==> src/design/itt_pkg.sv <==
`default_nettype none
package itt_pkg;

    localparam int NUM_CHANNELS_DEF = 3;
    localparam int CH_SLOTS         = 3;
    localparam int CH_GATED         = 2;

    localparam logic [1:0] OP_READ  = 2'd0;
    localparam logic [1:0] OP_WRITE = 2'd1;
    localparam logic [1:0] OP_TICK  = 2'd2;

    localparam logic [2:0] PORT_CMD  = 3'd3;
    localparam logic [2:0] PORT_CTRL = 3'd4;

    localparam logic [1:0] ACC_LATCH = 2'd0;
    localparam logic [1:0] ACC_LOW   = 2'd1;
    localparam logic [1:0] ACC_HIGH  = 2'd2;
    localparam logic [1:0] ACC_BOTH  = 2'd3;

    localparam logic [2:0] MODE_TERM = 3'd0;
    localparam logic [2:0] MODE_RATE = 3'd2;

    localparam int CTRL_GATE2_BIT   = 0;
    localparam int CTRL_SPEAKER_BIT = 1;
    localparam int CTRL_OUT1_BIT    = 4;
    localparam int CTRL_OUT2_BIT    = 5;

    typedef struct packed {
        logic       tick;
        logic       rd;
        logic       wr;
        logic       cmd;
        logic       ctl;
        logic       gate;
        logic       gate_rise;
        logic [7:0] data;
    } t_chan_req;

endpackage
`default_nettype wire

==> src/design/itt_if.sv <==
`default_nettype none
interface itt_in_if;
    logic       valid;
    logic       ready;
    logic [1:0] op;
    logic [2:0] port_sel;
    logic [7:0] wdata;

    modport source (output valid, output op, output port_sel, output wdata, input ready);
    modport sink   (input valid, input op, input port_sel, input wdata, output ready);
endinterface

interface itt_out_if;
    logic       valid;
    logic       ready;
    logic [7:0] rdata;
    logic       out_zero;
    logic       out_two;

    modport source (output valid, output rdata, output out_zero, output out_two, input ready);
    modport sink   (input valid, input rdata, input out_zero, input out_two, output ready);
endinterface
`default_nettype wire

==> src/design/itt_chan.sv <==
`default_nettype none
module itt_chan (
    input  wire logic              i_clk,
    input  wire logic              i_rst_n,
    input  wire itt_pkg::t_chan_req i_req,
    output logic [7:0]             o_rdata,
    output logic                   o_out,
    output logic                   o_out_next
);
    import itt_pkg::*;

    logic [15:0] r_reload, n_reload;
    logic [15:0] r_live, n_live;
    logic [15:0] r_held, n_held;
    logic        r_held_valid, n_held_valid;
    logic        r_rd_high, n_rd_high;
    logic        r_wr_high, n_wr_high;
    logic [7:0]  r_low_byte, n_low_byte;
    logic [2:0]  r_mode, n_mode;
    logic [1:0]  r_access, n_access;
    logic        r_out, n_out;
    logic        r_armed, n_armed;

    logic [15:0] w_dec;
    logic [15:0] w_rd_val;
    logic        w_load;
    logic [15:0] w_load_val;

    assign w_dec    = r_live - 16'd1;
    assign w_rd_val = r_held_valid ? r_held : r_live;

    always_comb begin
        n_reload     = r_reload;
        n_live       = r_live;
        n_held       = r_held;
        n_held_valid = r_held_valid;
        n_rd_high    = r_rd_high;
        n_wr_high    = r_wr_high;
        n_low_byte   = r_low_byte;
        n_mode       = r_mode;
        n_access     = r_access;
        n_out        = r_out;
        n_armed      = r_armed;
        o_rdata      = 8'h00;
        w_load       = 1'b0;
        w_load_val   = 16'h0000;

        if (i_req.tick) begin
            if (!i_req.gate) begin
                if (r_mode == MODE_RATE) begin
                    n_out = 1'b1;
                end
            end else if (r_armed) begin
                n_live = w_dec;
                if (r_mode == MODE_RATE) begin
                    if (w_dec == 16'd1) begin
                        n_out = 1'b0;
                    end else if (w_dec == 16'd0) begin
                        n_out  = 1'b1;
                        n_live = r_reload;
                    end
                end else if (w_dec == 16'd0) begin
                    n_out = 1'b1;
                end
            end
        end

        if (i_req.ctl) begin
            if (i_req.gate_rise && r_armed && r_mode == MODE_RATE) begin
                n_live = r_reload;
            end
            if (!i_req.gate && r_mode == MODE_RATE) begin
                n_out = 1'b1;
            end
        end

        if (i_req.cmd) begin
            if (i_req.data[5:4] == ACC_LATCH) begin
                if (!r_held_valid) begin
                    n_held       = r_live;
                    n_held_valid = 1'b1;
                end
            end else begin
                n_access     = i_req.data[5:4];
                n_mode       = i_req.data[3:1];
                n_held_valid = 1'b0;
                n_rd_high    = 1'b0;
                n_wr_high    = 1'b0;
                n_armed      = 1'b0;
                n_out        = (i_req.data[3:1] == MODE_RATE);
            end
        end

        if (i_req.wr) begin
            case (r_access)
                ACC_LOW: begin
                    w_load     = 1'b1;
                    w_load_val = {8'h00, i_req.data};
                end
                ACC_HIGH: begin
                    w_load     = 1'b1;
                    w_load_val = {i_req.data, 8'h00};
                end
                default: begin
                    if (!r_wr_high) begin
                        n_low_byte = i_req.data;
                        n_wr_high  = 1'b1;
                        if (r_mode != MODE_RATE) begin
                            n_armed = 1'b0;
                            n_out   = 1'b0;
                        end
                    end else begin
                        n_wr_high  = 1'b0;
                        w_load     = 1'b1;
                        w_load_val = {i_req.data, r_low_byte};
                    end
                end
            endcase
            if (w_load) begin
                n_reload = w_load_val;
                n_live   = w_load_val;
                n_armed  = 1'b1;
                n_out    = (r_mode == MODE_RATE);
            end
        end

        if (i_req.rd) begin
            case (r_access)
                ACC_LOW: begin
                    o_rdata      = w_rd_val[7:0];
                    n_held_valid = 1'b0;
                end
                ACC_HIGH: begin
                    o_rdata      = w_rd_val[15:8];
                    n_held_valid = 1'b0;
                end
                default: begin
                    if (!r_rd_high) begin
                        o_rdata   = w_rd_val[7:0];
                        n_rd_high = 1'b1;
                    end else begin
                        o_rdata      = w_rd_val[15:8];
                        n_rd_high    = 1'b0;
                        n_held_valid = 1'b0;
                    end
                end
            endcase
        end
    end

    always_ff @(posedge i_clk) begin
        if (!i_rst_n) begin
            r_reload     <= 16'h0000;
            r_live       <= 16'h0000;
            r_held       <= 16'h0000;
            r_held_valid <= 1'b0;
            r_rd_high    <= 1'b0;
            r_wr_high    <= 1'b0;
            r_low_byte   <= 8'h00;
            r_mode       <= MODE_TERM;
            r_access     <= ACC_BOTH;
            r_out        <= 1'b0;
            r_armed      <= 1'b0;
        end else begin
            r_reload     <= n_reload;
            r_live       <= n_live;
            r_held       <= n_held;
            r_held_valid <= n_held_valid;
            r_rd_high    <= n_rd_high;
            r_wr_high    <= n_wr_high;
            r_low_byte   <= n_low_byte;
            r_mode       <= n_mode;
            r_access     <= n_access;
            r_out        <= n_out;
            r_armed      <= n_armed;
        end
    end

    assign o_out      = r_out;
    assign o_out_next = n_out;

endmodule
`default_nettype wire

==> src/design/interval_timer_three_channel_top.sv <==
// Channel  Dir  Payload                       Beat when
// i_in     in   op, port_sel, wdata           valid && ready
// o_out    out  rdata, out_zero, out_two      valid && ready
//
// One beat in per cycle while the output is not stalled; each result is offered once
// its beat has passed the input register, then the result register, and leaves
// when the output beat is taken.
// Channel counters update in the cycle the beat leaves the input register.
// Reset is synchronous, active low; the input is ready as soon as reset is released.
// A stalled output holds one result and one more beat in the input register.
`default_nettype none
module interval_timer_three_channel_top #(
    parameter int NUM_CHANNELS = itt_pkg::NUM_CHANNELS_DEF
) (
    input  wire logic i_clk,
    input  wire logic i_rst_n,
    itt_in_if.sink    i_in,
    itt_out_if.source o_out
);
    import itt_pkg::*;

    logic       r_in_valid;
    logic [1:0] r_in_op;
    logic [2:0] r_in_port;
    logic [7:0] r_in_wdata;

    logic       r_out_valid;
    logic [7:0] r_res_rdata;
    logic       r_res_out0;
    logic       r_res_out2;

    logic       r_gate_two;
    logic       r_speaker;

    logic       w_adv;
    logic       w_fire;
    logic       w_rd;
    logic       w_wr;
    logic       w_tick;
    logic       w_ctl_wr;
    logic       w_new_gate;
    logic       w_gate_rise;

    t_chan_req                  w_req [NUM_CHANNELS];
    logic [7:0]                 w_ch_rdata [NUM_CHANNELS];
    logic [NUM_CHANNELS-1:0]    w_out;
    logic [NUM_CHANNELS-1:0]    w_out_next;
    logic [CH_SLOTS-1:0]        w_out_pad;
    logic [CH_SLOTS-1:0]        w_out_next_pad;
    logic [7:0]                 w_rdata;

    assign w_adv       = !r_out_valid || o_out.ready;
    assign w_fire      = r_in_valid && w_adv;
    assign i_in.ready  = !r_in_valid || w_adv;

    assign w_rd        = w_fire && (r_in_op == OP_READ);
    assign w_wr        = w_fire && (r_in_op == OP_WRITE);
    assign w_tick      = w_fire && (r_in_op == OP_TICK);
    assign w_ctl_wr    = w_wr && (r_in_port == PORT_CTRL);
    assign w_new_gate  = r_in_wdata[CTRL_GATE2_BIT];
    assign w_gate_rise = w_new_gate && !r_gate_two;

    genvar gi;
    generate
        for (gi = 0; gi < NUM_CHANNELS; gi++) begin : g_chan
            assign w_req[gi].tick      = w_tick;
            assign w_req[gi].rd        = w_rd && (r_in_port == 3'(gi));
            assign w_req[gi].wr        = w_wr && (r_in_port == 3'(gi));
            assign w_req[gi].cmd       = w_wr && (r_in_port == PORT_CMD)
                                         && (r_in_wdata[7:6] == 2'(gi));
            assign w_req[gi].ctl       = (gi == CH_GATED) && w_ctl_wr;
            assign w_req[gi].gate      = (gi == CH_GATED) ?
                                         (w_ctl_wr ? w_new_gate : r_gate_two) : 1'b1;
            assign w_req[gi].gate_rise = (gi == CH_GATED) && w_gate_rise;
            assign w_req[gi].data      = r_in_wdata;

            itt_chan u_chan (
                .i_clk      (i_clk),
                .i_rst_n    (i_rst_n),
                .i_req      (w_req[gi]),
                .o_rdata    (w_ch_rdata[gi]),
                .o_out      (w_out[gi]),
                .o_out_next (w_out_next[gi])
            );
        end
    endgenerate

    assign w_out_pad      = CH_SLOTS'(w_out);
    assign w_out_next_pad = CH_SLOTS'(w_out_next);

    always_comb begin
        w_rdata = 8'h00;
        for (int k = 0; k < NUM_CHANNELS; k++) begin
            w_rdata = w_rdata | w_ch_rdata[k];
        end
        if (w_rd && r_in_port == PORT_CTRL) begin
            w_rdata[CTRL_GATE2_BIT]   = r_gate_two;
            w_rdata[CTRL_SPEAKER_BIT] = r_speaker;
            w_rdata[CTRL_OUT1_BIT]    = w_out_pad[1];
            w_rdata[CTRL_OUT2_BIT]    = w_out_pad[2];
        end
    end

    always_ff @(posedge i_clk) begin
        if (!i_rst_n) begin
            r_in_valid <= 1'b0;
        end else if (i_in.ready) begin
            r_in_valid <= i_in.valid;
        end
    end

    always_ff @(posedge i_clk) begin
        if (i_in.valid && i_in.ready) begin
            r_in_op    <= i_in.op;
            r_in_port  <= i_in.port_sel;
            r_in_wdata <= i_in.wdata;
        end
    end

    always_ff @(posedge i_clk) begin
        if (!i_rst_n) begin
            r_out_valid <= 1'b0;
        end else if (w_adv) begin
            r_out_valid <= r_in_valid;
        end
    end

    always_ff @(posedge i_clk) begin
        if (w_fire) begin
            r_res_rdata <= w_rdata;
            r_res_out0  <= w_out_next_pad[0];
            r_res_out2  <= w_out_next_pad[2];
        end
    end

    always_ff @(posedge i_clk) begin
        if (!i_rst_n) begin
            r_gate_two <= 1'b0;
            r_speaker  <= 1'b0;
        end else if (w_ctl_wr) begin
            r_gate_two <= w_new_gate;
            r_speaker  <= r_in_wdata[CTRL_SPEAKER_BIT];
        end
    end

    assign o_out.valid    = r_out_valid;
    assign o_out.rdata    = r_res_rdata;
    assign o_out.out_zero = r_res_out0;
    assign o_out.out_two  = r_res_out2;

    a_fire_gives_result: assert property (@(posedge i_clk) disable iff (!i_rst_n)
        w_fire |=> r_out_valid)
        else $error("processed beat produced no result");

    a_ready_when_empty: assert property (@(posedge i_clk) disable iff (!i_rst_n)
        !r_out_valid |-> i_in.ready)
        else $error("input stalled while result register empty");

    a_nonread_zero: assert property (@(posedge i_clk) disable iff (!i_rst_n)
        (w_fire && r_in_op != OP_READ) |=> (o_out.rdata == 8'h00))
        else $error("nonzero rdata on a non-read beat");

endmodule
`default_nettype wire
==> src/flat_wrapper.sv <==
// flat-port wrapper written by rule: the top's interface ports become plain ports
module interval_timer_three_channel_top_flat import itt_pkg::*;
#(
    parameter int NUM_CHANNELS = itt_pkg::NUM_CHANNELS_DEF
)
  (i_clk, i_rst_n, i_in_valid, i_in_op, i_in_port_sel, i_in_wdata, i_in_ready, o_out_valid, o_out_rdata, o_out_out_zero, o_out_out_two, o_out_ready);
  itt_in_if i_in_i ();
  itt_out_if o_out_i ();
  input  wire logic i_clk;
  input  wire logic i_rst_n;
  input wire logic [$bits(i_in_i.valid)-1:0] i_in_valid;
  input wire logic [$bits(i_in_i.op)-1:0] i_in_op;
  input wire logic [$bits(i_in_i.port_sel)-1:0] i_in_port_sel;
  input wire logic [$bits(i_in_i.wdata)-1:0] i_in_wdata;
  output wire logic [$bits(i_in_i.ready)-1:0] i_in_ready;
  output wire logic [$bits(o_out_i.valid)-1:0] o_out_valid;
  output wire logic [$bits(o_out_i.rdata)-1:0] o_out_rdata;
  output wire logic [$bits(o_out_i.out_zero)-1:0] o_out_out_zero;
  output wire logic [$bits(o_out_i.out_two)-1:0] o_out_out_two;
  input wire logic [$bits(o_out_i.ready)-1:0] o_out_ready;
  assign i_in_i.valid = i_in_valid;
  assign i_in_i.op = i_in_op;
  assign i_in_i.port_sel = i_in_port_sel;
  assign i_in_i.wdata = i_in_wdata;
  assign i_in_ready = i_in_i.ready;
  assign o_out_valid = o_out_i.valid;
  assign o_out_rdata = o_out_i.rdata;
  assign o_out_out_zero = o_out_i.out_zero;
  assign o_out_out_two = o_out_i.out_two;
  assign o_out_i.ready = o_out_ready;
  interval_timer_three_channel_top #(.NUM_CHANNELS(NUM_CHANNELS)) u_core (.i_clk(i_clk), .i_rst_n(i_rst_n), .i_in(i_in_i), .o_out(o_out_i));
endmodule
==> config.mk <==
export PLATFORM = sky130hd
export DESIGN_NAME = interval_timer_three_channel_top_flat
export DESIGN_NICKNAME = d
export VERILOG_FILES = /design/src/design/itt_pkg.sv /design/src/design/itt_if.sv /design/src/design/itt_chan.sv /design/src/design/interval_timer_three_channel_top.sv /design/src/flat_wrapper.sv
export SDC_FILE = /design/constraint.sdc
export NUM_CORES = 1
export LEC_CHECK = 0
export BUFFER_PORTS_ARGS = -buffer_cell sky130_fd_sc_hd__clkbuf_2
export CORE_MARGIN = 2
export CORE_UTILIZATION = 40
export CTS_CLUSTER_DIAMETER = 50
export CTS_CLUSTER_SIZE = 40
export DETAILED_ROUTE_END_ITERATION = 12
export PLACE_DENSITY = 0.61
export REMOVE_ABC_BUFFERS = 1
export SLEW_MARGIN = 20
export SYNTH_ARGS = -nofsm -noshare
export SYNTH_HDL_FRONTEND = slang
export SYNTH_SLANG_ARGS = --single-unit
==> constraint.sdc <==
create_clock -name i_clk -period 8.22 [get_ports i_clk]
set_clock_uncertainty 0.05 [all_clocks]
set_input_delay 0.411 -clock i_clk [delete_from_list [all_inputs] [get_ports i_clk]]
set_output_delay 0.411 -clock i_clk [all_outputs]
set_load 0.02 [all_outputs]
==> parameters.txt, run 1 <==
Parameter                              Value

Run status
  Result of the run    finished clean

Worst hold path
  WHS Path Cells    1
  Destination of the worst hold path    u_core.r_in_op[1]
  Class of the tightest hold or removal check    input pin to flip-flop
  Source of the worst hold timing path    i_in_op[1]

Synth
  EDFF count, synth    23
  Number of warnings printed during yosys synthesis    0
  Proportion of register bits with asynchronous set or reset after synthesis    0%
  Predominant post-synthesis flop cell    sky130_fd_sc_hd__dfxtp_1
  Synthesized instance count    1,431
  Most area-hungry cell type in the Yosys netlist    sky130_fd_sc_hd__dfxtp_1
  Netlist Area Pre-Place    11,900 um^2
  Share of the synthesized area in the top cell type    34.0%
  Largest cells by area after synthesis    sky130_fd_sc_hd__dfxtp_1, sky130_fd_sc_hd__mux2i_1, sky130_fd_sc_hd__edfxtp_1
  Sequential-to-total area share from yosys stat    39.8%
  Post-synthesis area per instance    8.31 um^2
  Synth cell types    75
  #FFs+latches synth    225

Placement
  Placer congestion estimate    0.874
  Hpwl dp    22,200 um
  Minimum setup slack after placement    4180 ps
  Number of I/O port buffers    28

Detailed routing
  Iter 0 DRT Violations    844
  Routed WL    33,600 um
  Detail-routed net length per standard cell    18.5 um
  DRC violations left    0
  Number of iterations in the first detailed-routing pass    5
  Antenna Violating Nets Remaining    0
  Via density    5.80
  Count of vias placed by the detailed router    10,500

Clocking
  Hold_buf cts    12
  Num CTS Buffers    30
  Clock insertion delay at the later pin of the skew report    560 ps
  Root buffer cell    sky130_fd_sc_hd__clkbuf_16
  Sink count of the clock tree    225
  Clock Tree Buf Depth    3
  TritonCTS clock tree    done
  # resized after CTS    0
  H-tree depth    1
  Post-CTS Repair Setup Buffers    0
  Clock-pin slew reported for the worst setup and hold paths after clock tree synthesis    60 ps

Global routing
  Number of antenna violations at the first check in global routing    0
  Maximum number of pins on one net before global-route repair    86
  Overflow left after global routing    0
  Wire length of the first global-routing pass    53,900 um
  Vias in the first global route    9,836
  Global-route total usage across every layer    21.5%

Timing
  Worst relative slew slack    29.9%
  Time the final worst path needs with I/O delays and setup    4040 ps
  Number of failing hold endpoints at the final stage    0
  Final-layout setup total negative slack    0 ps
  Max Freq    0.247 GHz
  Setup WS post-layout    4180 ps
  Worst slew pin tran    1050 ps
  Final clock period utilization by the worst path    49.2%
  Unrepaired setup endpoints after global routing    no
  Final max-slew violation count    0
  Final count of negative-setup-slack endpoints    0

Cells and area
  Layout-stage area growth over the synthesis result    12.2%
  Total inserted antenna cells    0
  Final #Nets    1,437
  Fill cell count    2,903
  Layout cell share with drive strength beyond 1    8.54%

Setup path
  Critical Path Start Type    flip-flop
  Data arrival time at the worst-slack endpoint    4470 ps
  R2R depth    9
  Largest delay share family, worst path    simple AND/OR/NAND/NOR gates
  Data required time at the worst endpoint    8650 ps
  Worst R2R Start    u_core.g_chan[0].u_chan.r_live[0]
  Setup crit end kind    flip-flop
  Flop2flop setup slack    4180 ps
  Count of buffer and inverter cells on the critical path    1
  Delay of the slowest cell on the worst path    720 ps
  List of cells traversed by the critical path    inv_1 -> ha_1 -> or4b_1 -> o31ai_4 -> nand4_1 -> or4_1 -> nor4_4 -> mux2_2 -> o32ai_1
  End of the worst register-to-register path    u_core.g_chan[0].u_chan.r_live[7]
  Class of the most critical setup path    flip-flop to flip-flop
  Max Fanout on Critical Path    13
  Critical-path cell with the highest stage delay    sky130_fd_sc_hd__nor4_4

Die
  Area of the die    31,100 um^2
  Width of the chip    176 um
  Row cnt    63
  Starting Density    40.3%
  Number of ports placed on the die boundary    29
  Total core area    29,500 um^2
  Die height    176 um

Pwr
  Pwr per Cell Area    186 nW/um^2
  Static Leak    4.74 nW
  Peak supply drop    0.185 mV

Flow run
  Number of maximum-capacitance constraint violations    0
power by group:
part	internal (mW)	leakage [nW]	switching, mW
Combinational	0.0181	2.40	0.0529
Sequential	1.12	1.85	0.00584
Clock	0.753	0.491	0.539
Total	1.89	4.74	0.598
layout make-up:
cell class	count	area, um^2	share of cell area [%]
multi-input combinational	1061	6610	49.6
sequential	225	4730	35.5
clock buffer	37	818	6.13
tap	390	488	3.66
timing repair buffer	60	410	3.08
clock inverter	19	175	1.31
inverter	27	104	0.778
worst max-delay path by stage:
stage	start	to	slack [ps]	cells after the start
after CTS	u_core.g_chan[0].u_chan.r_live[0]	u_core.g_chan[0].u_chan.r_live[7]	4160	9
after global placement	u_core.g_chan[0].u_chan.r_live[0]	u_core.g_chan[0].u_chan.r_live[6]	4280	9
after detailed placement	u_core.g_chan[0].u_chan.r_live[0]	u_core.g_chan[0].u_chan.r_live[7]	4180	9
after floorplan	u_core.o_out.valid	u_core.g_chan[2].u_chan.r_held[0]	4040	6
final	u_core.g_chan[0].u_chan.r_live[0]	u_core.g_chan[0].u_chan.r_live[7]	4180	9
after global routing	u_core.g_chan[0].u_chan.r_live[0]	u_core.g_chan[0].u_chan.r_live[7]	3930	9
sequential cells by signal, summed over array words and instances (netlist names), 6 cells and up:
name	count
u_core.g_chan.u_chan.r_held	48
u_core.g_chan.u_chan.r_live	48
u_core.g_chan.u_chan.r_reload	48
u_core.g_chan.u_chan.r_low_byte	24
u_core.g_chan.u_chan.r_mode	9
u_core.o_out.rdata	8
u_core.r_in_wdata	8
u_core.g_chan.u_chan.r_access	6
placed cells by master (no fill, tap or decap), types with 8 or more instances in the layout:
cell type / count
sky130_fd_sc_hd__a211oi_1: 19
sky130_fd_sc_hd__a21oi_1: 88
sky130_fd_sc_hd__a22oi_1: 26
sky130_fd_sc_hd__a31oi_1: 21
sky130_fd_sc_hd__and2_1: 14
sky130_fd_sc_hd__and3_1: 17
sky130_fd_sc_hd__buf_4: 20
sky130_fd_sc_hd__clkbuf_16: 31
sky130_fd_sc_hd__clkbuf_2: 28
sky130_fd_sc_hd__dfxtp_1: 202
sky130_fd_sc_hd__dlygate4sd3_1: 12
sky130_fd_sc_hd__edfxtp_1: 23
sky130_fd_sc_hd__ha_1: 15
sky130_fd_sc_hd__inv_1: 26
sky130_fd_sc_hd__mux2i_1: 125
sky130_fd_sc_hd__nand2_1: 148
sky130_fd_sc_hd__nand2b_1: 11
sky130_fd_sc_hd__nand3_1: 57
sky130_fd_sc_hd__nand4_1: 8
sky130_fd_sc_hd__nor2_1: 178
sky130_fd_sc_hd__nor2b_1: 8
sky130_fd_sc_hd__nor3_1: 29
sky130_fd_sc_hd__nor4_1: 15
sky130_fd_sc_hd__o21ai_0: 66
sky130_fd_sc_hd__o22ai_1: 32
sky130_fd_sc_hd__or3_1: 13
sky130_fd_sc_hd__or4_1: 8
sky130_fd_sc_hd__xnor2_1: 9
sky130_fd_sc_hd__xor2_1: 15
per-layer routing:
layer  track usage (%)  part of all wire, %
met1              30.7                   47
met2              32.9                   43
met3              3.57                  6.7
met4              7.20                  3.4
met5                 0                    0
synthesized netlist by cell type (all sizes together) (6+ instances only):
| cell type | n |
|---|---|
| dfxtp | 202 |
| nor2 | 179 |
| nand2 | 148 |
| mux2i | 125 |
| clkbuf | 103 |
| a21oi | 88 |
| o21ai | 72 |
| nand3 | 57 |
| o22ai | 32 |
| nor3 | 30 |
| a22oi | 26 |
| inv | 26 |
| edfxtp | 23 |
| a31oi | 21 |
| a211oi | 19 |
| and3 | 17 |
| nor4 | 17 |
| buf | 15 |
| ha | 15 |
| xor2 | 15 |
| and2 | 14 |
| or3 | 13 |
| nand2b | 11 |
| xnor2 | 9 |
| nand4 | 8 |
| nor2b | 8 |
| or4 | 8 |
| a221o | 7 |
| nor4b | 7 |
| o21a | 7 |
| nor3b | 6 |
| o31ai | 6 |
| o32ai | 6 |
| o41ai | 6 |
stage by stage:
step	hold slack, ps	area (um^2)	instances	utilization [%]	total power, mW
floorplan	373	11400	1313	-	1.17
global placement	382	12200	1751	41.4	1.21
detailed placement	392	12200	1751	41.5	1.21
CTS	1.97	13300	1819	45.2	2.50
global route	12.7	13300	1819	45.3	2.56
finish	19.5	13300	1819	45.3	2.48
cells by family after synthesis:
| kind of cell | synth area share [%] |
|---|---|
| fa+ha+maj | 1.58 |
| buf+inv | 4.82 |
| compound gates | 18.5 |
| xor+xnor | 1.77 |
| flops | 39.8 |
| simple gates | 22.5 |
| mux | 11.0 |
No activity file was read; power rests on OpenSTA's default activity.
==> inputs of run 2 (changes only) <==
==> constraint.sdc (replaced) <==
create_clock -name i_clk -period 4 [get_ports i_clk]
set_clock_uncertainty 0.05 [all_clocks]
set_input_delay 0.2 -clock i_clk [delete_from_list [all_inputs] [get_ports i_clk]]
set_output_delay 0.2 -clock i_clk [all_outputs]
set_load 0.02 [all_outputs]
==> parameters.txt, run 2 (synthesized netlist as in run 1, its figures left out) <==
Parameter                              Value

Clocking
  TritonCTS clock tree    done (unchanged)
  Sink count of the clock tree    225 (unchanged)
  Root buffer cell    sky130_fd_sc_hd__clkbuf_16 (unchanged)
  Post-CTS Repair Setup Buffers    0 (unchanged)
  Clock Tree Buf Depth    3 (unchanged)
  H-tree depth    1 (unchanged)
  Num CTS Buffers    29 (was 30)
  Clock insertion delay at the later pin of the skew report    560 ps (about the same)
  Clock-pin slew reported for the worst setup and hold paths after clock tree synthesis    60 ps (about the same)

Detailed routing
  Via density    5.80 (about the same)
  Routed WL    34,400 um (was 33,600 um)
  Number of iterations in the first detailed-routing pass    5 (unchanged)
  DRC violations left    0 (unchanged)
  Count of vias placed by the detailed router    10,700 (was 10,500)
  Detail-routed net length per standard cell    18.7 um (was 18.5 um)
  Iter 0 DRT Violations    1,031 (was 844)
  Antenna Violating Nets Remaining    0 (unchanged)

Timing
  Worst hold slack    90.3 ps (was 19.5 ps)
  Final max-slew violation count    0 (unchanged)
  Final count of negative-setup-slack endpoints    0 (unchanged)
  Unrepaired setup endpoints after global routing    no (unchanged)
  Final-layout setup total negative slack    0 ps (unchanged)
  Worst slew pin tran    1070 ps (was 1050 ps)
  Number of failing hold endpoints at the final stage    0 (unchanged)
  Max Freq    0.266 GHz (was 0.247 GHz)
  Setup WS post-layout    241 ps (was 4180 ps)
  Final clock period utilization by the worst path    94.0% (was 49.2%)
  Worst relative slew slack    28.5% (was 29.9%)
  Time the final worst path needs with I/O delays and setup    3760 ps (was 4040 ps)

Setup path
  Setup crit end kind    flip-flop (unchanged)
  Critical Path Start Type    flip-flop (unchanged)
  Count of buffer and inverter cells on the critical path    1 (unchanged)
  Delay of the slowest cell on the worst path    720 ps (about the same)
  Largest delay share family, worst path    simple AND/OR/NAND/NOR gates (unchanged)
  Max Fanout on Critical Path    9 (was 13)
  Class of the most critical setup path    flip-flop to flip-flop (unchanged)
  List of cells traversed by the critical path    inv_1 -> ha_1 -> or4b_1 -> o31ai_4 -> nand4_1 -> or4_1 -> nor4_4 -> mux2_2 -> o32ai_1 (unchanged)
  Data required time at the worst endpoint    4400 ps (was 8650 ps)
  Critical-path cell with the highest stage delay    sky130_fd_sc_hd__or4_1 (was sky130_fd_sc_hd__nor4_4)
  Data arrival time at the worst-slack endpoint    4160 ps (was 4470 ps)

Die
  Area of the die    31,100 um^2 (unchanged)
  Number of ports placed on the die boundary    29 (unchanged)
  Starting Density    40.3% (unchanged)
  Row cnt    63 (unchanged)
  Total core area    29,500 um^2 (unchanged)
  Width of the chip    176 um (unchanged)
  Die height    176 um (unchanged)

Global routing
  Overflow left after global routing    0 (unchanged)
  Wire length of the first global-routing pass    54,500 um (was 53,900 um)
  Maximum number of pins on one net before global-route repair    77 (was 86)
  Number of antenna violations at the first check in global routing    0 (unchanged)
  Vias in the first global route    9,813 (was 9,836)
  Global-route total usage across every layer    21.9% (was 21.5%)

Pwr
  Overall power consumption    5.07 mW (was 2.48 mW)
  Pwr per Cell Area    376 nW/um^2 (was 186 nW/um^2)
  Peak supply drop    0.319 mV (was 0.185 mV)
  Static Leak    4.85 nW (was 4.74 nW)

Worst hold path
  Class of the tightest hold or removal check    input pin to flip-flop (unchanged)

Cells and area
  Fill cell count    2,983 (was 2,903)
  Final #Nets    1,458 (was 1,437)
  Layout cell share with drive strength beyond 1    9.80% (was 8.54%)
  Layout-stage area growth over the synthesis result    13.5% (was 12.2%)
  Total inserted antenna cells    0 (unchanged)
  Number of non-filler instances in the completed layout    1,839 (was 1,819)
  Top Registers    u_core.g_chan.u_chan.r_held: 48 flops, u_core.g_chan.u_chan.r_live: 48 flops, u_core.g_chan.u_chan.r_reload: 48 flops (unchanged)
  Most used cells in the layout excluding fill and tap cells    sky130_fd_sc_hd__dfxtp_1, sky130_fd_sc_hd__nor2_1, sky130_fd_sc_hd__nand2_1, sky130_fd_sc_hd__mux2i_1, sky130_fd_sc_hd__a21oi_1 (unchanged)
  Most common cell after layout, fill and taps aside    sky130_fd_sc_hd__dfxtp_1 (unchanged)

Flow run
  Number of maximum-capacitance constraint violations    0 (unchanged)

Placement
  Hpwl dp    23,400 um (was 22,200 um)
  Placer congestion estimate    0.894 (was 0.874)
  Number of I/O port buffers    28 (unchanged)
  Minimum setup slack after placement    234 ps (was 4180 ps)
  Total placed cells including tap cells    1,771 (was 1,751)

Run status
  Result of the run    finished clean (unchanged)
run 2: cell count changes in the layout (fill, tap and decap cells not counted), moves of 2 or more:
cell,change
sky130_fd_sc_hd__buf_4,+20
sky130_fd_sc_hd__clkinv_4,+2
sky130_fd_sc_hd__clkinvlp_4,+2
sky130_fd_sc_hd__dlygate4sd3_1,+2
run 2: worst paths after layout:
path	startpoint	to	slack, ps	cells past startpoint
hold reg to reg	u_core.g_chan[1].u_chan.r_reload[7]	u_core.g_chan[1].u_chan.r_reload[7]	400	2
setup reg to reg	u_core.g_chan[0].u_chan.r_live[0]	u_core.g_chan[0].u_chan.r_live[6]	240	9
hold / removal	i_rst_n	u_core.g_chan[2].u_chan.r_reload[12]	90	3
setup / recovery	u_core.g_chan[0].u_chan.r_live[0]	u_core.g_chan[0].u_chan.r_live[6]	240	9
run 2: layer usage:
| layer | part of all wire (%) | wire (um) | GRT usage, % |
|---|---|---|---|
| met3 | 6.5 | 2240 | 3.83 |
| met2 | 45 | 15300 | 34.6 |
| met5 | 0 | 0 | 0 |
| met1 | 47 | 16000 | 30.9 |
| met4 | 2.4 | 816 | 5.89 |
run 2: cell type report:
type                            count  area, um^2  area share [%]
Multi-Input combinational cell   1061        6610            49.0
Timing Repair Buffer               82         581            4.30
Tap cell                          390         488            3.62
Inverter                           27         104           0.770
Sequential cell                   225        4730            35.1
Clock buffer                       34         776            5.75
Clock inverter                     20         201            1.49
run 2: repair_timing:
action	CTS	global route
endpoints found under the hold margin	14	0
gates resized for setup	0	1
hold buffers	14	0
setup endpoints to repair	0	1
run 2: stage by stage:
stage,util (%),area (um^2)
6_report,45.8,13500
5_1_grt,45.8,13500
4_1_cts,45.7,13500
3_5_place_dp,42.0,12400
3_3_place_gp,42.0,12400
2_1_floorplan,-,11400
run 2: report_power, final:
part | internal (mW) | switching, mW | total (mW)
Clock | 1.54 | 1.07 | 2.62
Combinational | 0.0394 | 0.104 | 0.143
Sequential | 2.29 | 0.0189 | 2.31
run 2: worst register-to-register path: stages (launching register included):
cell and delay [ps]:
sky130_fd_sc_hd__dfxtp_1 380, sky130_fd_sc_hd__inv_1 150, sky130_fd_sc_hd__ha_1 280, sky130_fd_sc_hd__or4b_1 660, sky130_fd_sc_hd__o31ai_4 250, sky130_fd_sc_hd__nand4_1 150, sky130_fd_sc_hd__or4_1 720, sky130_fd_sc_hd__nor4_4 340
sky130_fd_sc_hd__mux2_2 370, sky130_fd_sc_hd__o32ai_1 310
==> inputs of run 3 (changes only) <==
==> constraint.sdc (replaced) <==
create_clock -name i_clk -period 4 [get_ports i_clk]
set_clock_uncertainty 0.05 [all_clocks]
set_input_delay 0.8 -clock i_clk [delete_from_list [all_inputs] [get_ports i_clk]]
set_output_delay 0.8 -clock i_clk [all_outputs]
set_load 0.02 [all_outputs]
==> parameters.txt, run 3 (synthesized netlist as in run 1, its figures left out) <==
Parameter                              Value

Detailed routing
  Iter 0 DRT Violations    987 (was 1,031)
  Via density    5.78 (was 5.80)
  Count of vias placed by the detailed router    10,600 (was 10,700)
  Number of iterations in the first detailed-routing pass    5 (unchanged)
  DRC violations left    0 (unchanged)
  Routed WL    33,900 um (was 34,400 um)
  Antenna Violating Nets Remaining    0 (unchanged)
  Detail-routed net length per standard cell    18.5 um (was 18.7 um)

Clocking
  Hold_buf cts    0 (was 14)
  Post-CTS Repair Setup Buffers    0 (unchanged)
  TritonCTS clock tree    done (unchanged)
  Num CTS Buffers    29 (unchanged)
  Clock Tree Buf Depth    3 (unchanged)
  # resized after CTS    0 (unchanged)
  H-tree depth    1 (unchanged)
  Sink count of the clock tree    225 (unchanged)
  Clock-pin slew reported for the worst setup and hold paths after clock tree synthesis    70 ps (was 60 ps)
  Clock insertion delay at the later pin of the skew report    540 ps (was 560 ps)
  Root buffer cell    sky130_fd_sc_hd__clkbuf_16 (unchanged)

Cells and area
  Most used cells in the layout excluding fill and tap cells    sky130_fd_sc_hd__dfxtp_1, sky130_fd_sc_hd__nor2_1, sky130_fd_sc_hd__nand2_1, sky130_fd_sc_hd__mux2i_1, sky130_fd_sc_hd__a21oi_1 (unchanged)
  Total inserted antenna cells    0 (unchanged)
  Layout cell share with drive strength beyond 1    10.2% (was 9.80%)
  Most common cell after layout, fill and taps aside    sky130_fd_sc_hd__dfxtp_1 (unchanged)
  Number of non-filler instances in the completed layout    1,829 (was 1,839)
  Final #Nets    1,449 (was 1,458)
  Area used by sequential logic in the layout    4730 um^2 (unchanged)
  Multi-input gate area    6600 um^2 (was 6610 um^2)
  Core occupancy in the finished layout    45.6% (was 45.8%)
  Top Registers    u_core.g_chan.u_chan.r_held: 48 flops, u_core.g_chan.u_chan.r_live: 48 flops, u_core.g_chan.u_chan.r_reload: 48 flops (unchanged)
  Layout-stage area growth over the synthesis result    13.1% (was 13.5%)
  Fill cell count    2,929 (was 2,983)

Placement
  Hpwl dp    23,300 um (was 23,400 um)
  Placer congestion estimate    0.868 (was 0.894)
  Minimum setup slack after placement    296 ps (was 234 ps)
  Total placed cells including tap cells    1,776 (was 1,771)
  Number of I/O port buffers    28 (unchanged)

Timing
  Final clock period utilization by the worst path    95.2% (was 94.0%)
  Max Freq    0.263 GHz (was 0.266 GHz)
  Worst relative slew slack    26.2% (was 28.5%)
  Time the final worst path needs with I/O delays and setup    3810 ps (was 3760 ps)
  Final-layout setup total negative slack    0 ps (unchanged)
  Setup WS post-layout    194 ps (was 241 ps)
  Final max-slew violation count    0 (unchanged)
  Unrepaired setup endpoints after global routing    no (unchanged)
  Worst slew pin tran    1110 ps (was 1070 ps)
  Final count of negative-setup-slack endpoints    0 (unchanged)
  Number of failing hold endpoints at the final stage    0 (unchanged)

Setup path
  Worst R2R Start    u_core.g_chan[0].u_chan.r_live[0] (unchanged)
  Setup crit end kind    flip-flop (unchanged)
  End of the worst register-to-register path    u_core.g_chan[0].u_chan.r_live[7] (was u_core.g_chan[0].u_chan.r_live[6])
  Critical Path Start Type    flip-flop (unchanged)
  Beginning of the critical path    u_core.g_chan[0].u_chan.r_live[0] (unchanged)
  Capture point of the worst path    u_core.g_chan[0].u_chan.r_live[7] (was u_core.g_chan[0].u_chan.r_live[6])
  Data required time at the worst endpoint    4400 ps (about the same)
  Max Fanout on Critical Path    9 (unchanged)
  Class of the most critical setup path    flip-flop to flip-flop (unchanged)
  Flop2flop setup slack    190 ps (was 240 ps)
  Data arrival time at the worst-slack endpoint    4210 ps (was 4160 ps)
  R2R depth    9 (unchanged)

Die
  Number of ports placed on the die boundary    29 (unchanged)
  Area of the die    31,100 um^2 (unchanged)
  Width of the chip    176 um (unchanged)
  Total core area    29,500 um^2 (unchanged)
  Starting Density    40.3% (unchanged)
  Die height    176 um (unchanged)
  Row cnt    63 (unchanged)

Pwr
  Peak supply drop    0.379 mV (was 0.319 mV)
  Static Leak    4.83 nW (was 4.85 nW)
  Pwr per Cell Area    384 nW/um^2 (was 376 nW/um^2)
  Overall power consumption    5.16 mW (was 5.07 mW)

Global routing
  Overflow left after global routing    0 (unchanged)
  Global-route total usage across every layer    21.7% (was 21.9%)
  Number of antenna violations at the first check in global routing    0 (unchanged)
  Wire length of the first global-routing pass    54,500 um (about the same)
  Vias in the first global route    9,870 (was 9,813)
  Maximum number of pins on one net before global-route repair    79 (was 77)

Flow run
  Number of maximum-capacitance constraint violations    0 (unchanged)

Worst hold path
  Class of the tightest hold or removal check    input pin to flip-flop (unchanged)

Run status
  Result of the run    finished clean (unchanged)
## run 3: cell types whose count changed in the layout (fill, tap and decap cells not counted), sizes merged
| cell | before | now |
|---|---|---|
| clkinvlp | 3 | 1 |
| dlygate4sd3 | 14 | 0 |
| inv | 33 | 38 |
| clkinv | 9 | 6 |
| buf | 40 | 45 |
| bufinv | 2 | 1 |
## run 3: area by class of cell
cell class	instances	area share [%]
multi-input combinational	1061	49.1
sequential	225	35.2
clock buffer	34	6.00
timing repair buffer	73	3.65
tap	390	3.63
clock inverter	19	1.63
inverter	27	0.772
## run 3: worst max-delay path: stages (launching register included)
cell,delay (ps)
sky130_fd_sc_hd__dfxtp_1,390
sky130_fd_sc_hd__inv_1,160
sky130_fd_sc_hd__ha_1,280
sky130_fd_sc_hd__or4b_1,640
sky130_fd_sc_hd__o41ai_1,420
sky130_fd_sc_hd__a22oi_1,140
sky130_fd_sc_hd__or4_1,570
sky130_fd_sc_hd__nor4_4,430
sky130_fd_sc_hd__mux2_2,380
sky130_fd_sc_hd__o32ai_1,240
## run 3: worst min path at each step
| stage | startpoint | to | slack [ps] | cells after the start |
|---|---|---|---|---|
| after CTS | i_in_port_sel[2] | u_core.r_in_port[2] | 360 | 1 |
| after floorplan | u_core.g_chan[1].u_chan.r_reload[7] | u_core.g_chan[1].u_chan.r_reload[7] | 370 | 2 |
| after global routing | i_in_wdata[1] | u_core.r_in_wdata[1] | 360 | 1 |
| after global placement | u_core.g_chan[1].u_chan.r_reload[7] | u_core.g_chan[1].u_chan.r_reload[7] | 380 | 2 |
| final | i_in_port_sel[2] | u_core.r_in_port[2] | 380 | 1 |
| after detailed placement | u_core.g_chan[1].u_chan.r_reload[7] | u_core.g_chan[1].u_chan.r_reload[7] | 390 | 2 |
## run 3: where the power goes
part / total (mW) / switching [mW] / internal, mW / leakage, nW
logic: 0.133 / 0.100 / 0.0325 / 2.48
clock network: 2.72 / 1.14 / 1.57 / 0.503
registers: 2.31 / 0.0198 / 2.29 / 1.85
total: 5.16 / 1.26 / 3.90 / 4.83
## run 3: routing by layer
metal,track usage [%],up-vias,routed length (um)
li1,-,5189,-
met1,31.6,5016,16000
met2,34.0,310,14800
met3,2.58,57,2120
met4,5.92,0,893
met5,0,-,0
## run 3: stage by stage
| stage | hold slack (ps) | area [um^2] |
|---|---|---|
| 3_3_place_gp | 382 | 12400 |
| 3_5_place_dp | 389 | 12400 |
| 2_1_floorplan | 373 | 11400 |
| 5_1_grt | 357 | 13400 |
| 6_report | 378 | 13400 |
| 4_1_cts | 361 | 13400 |
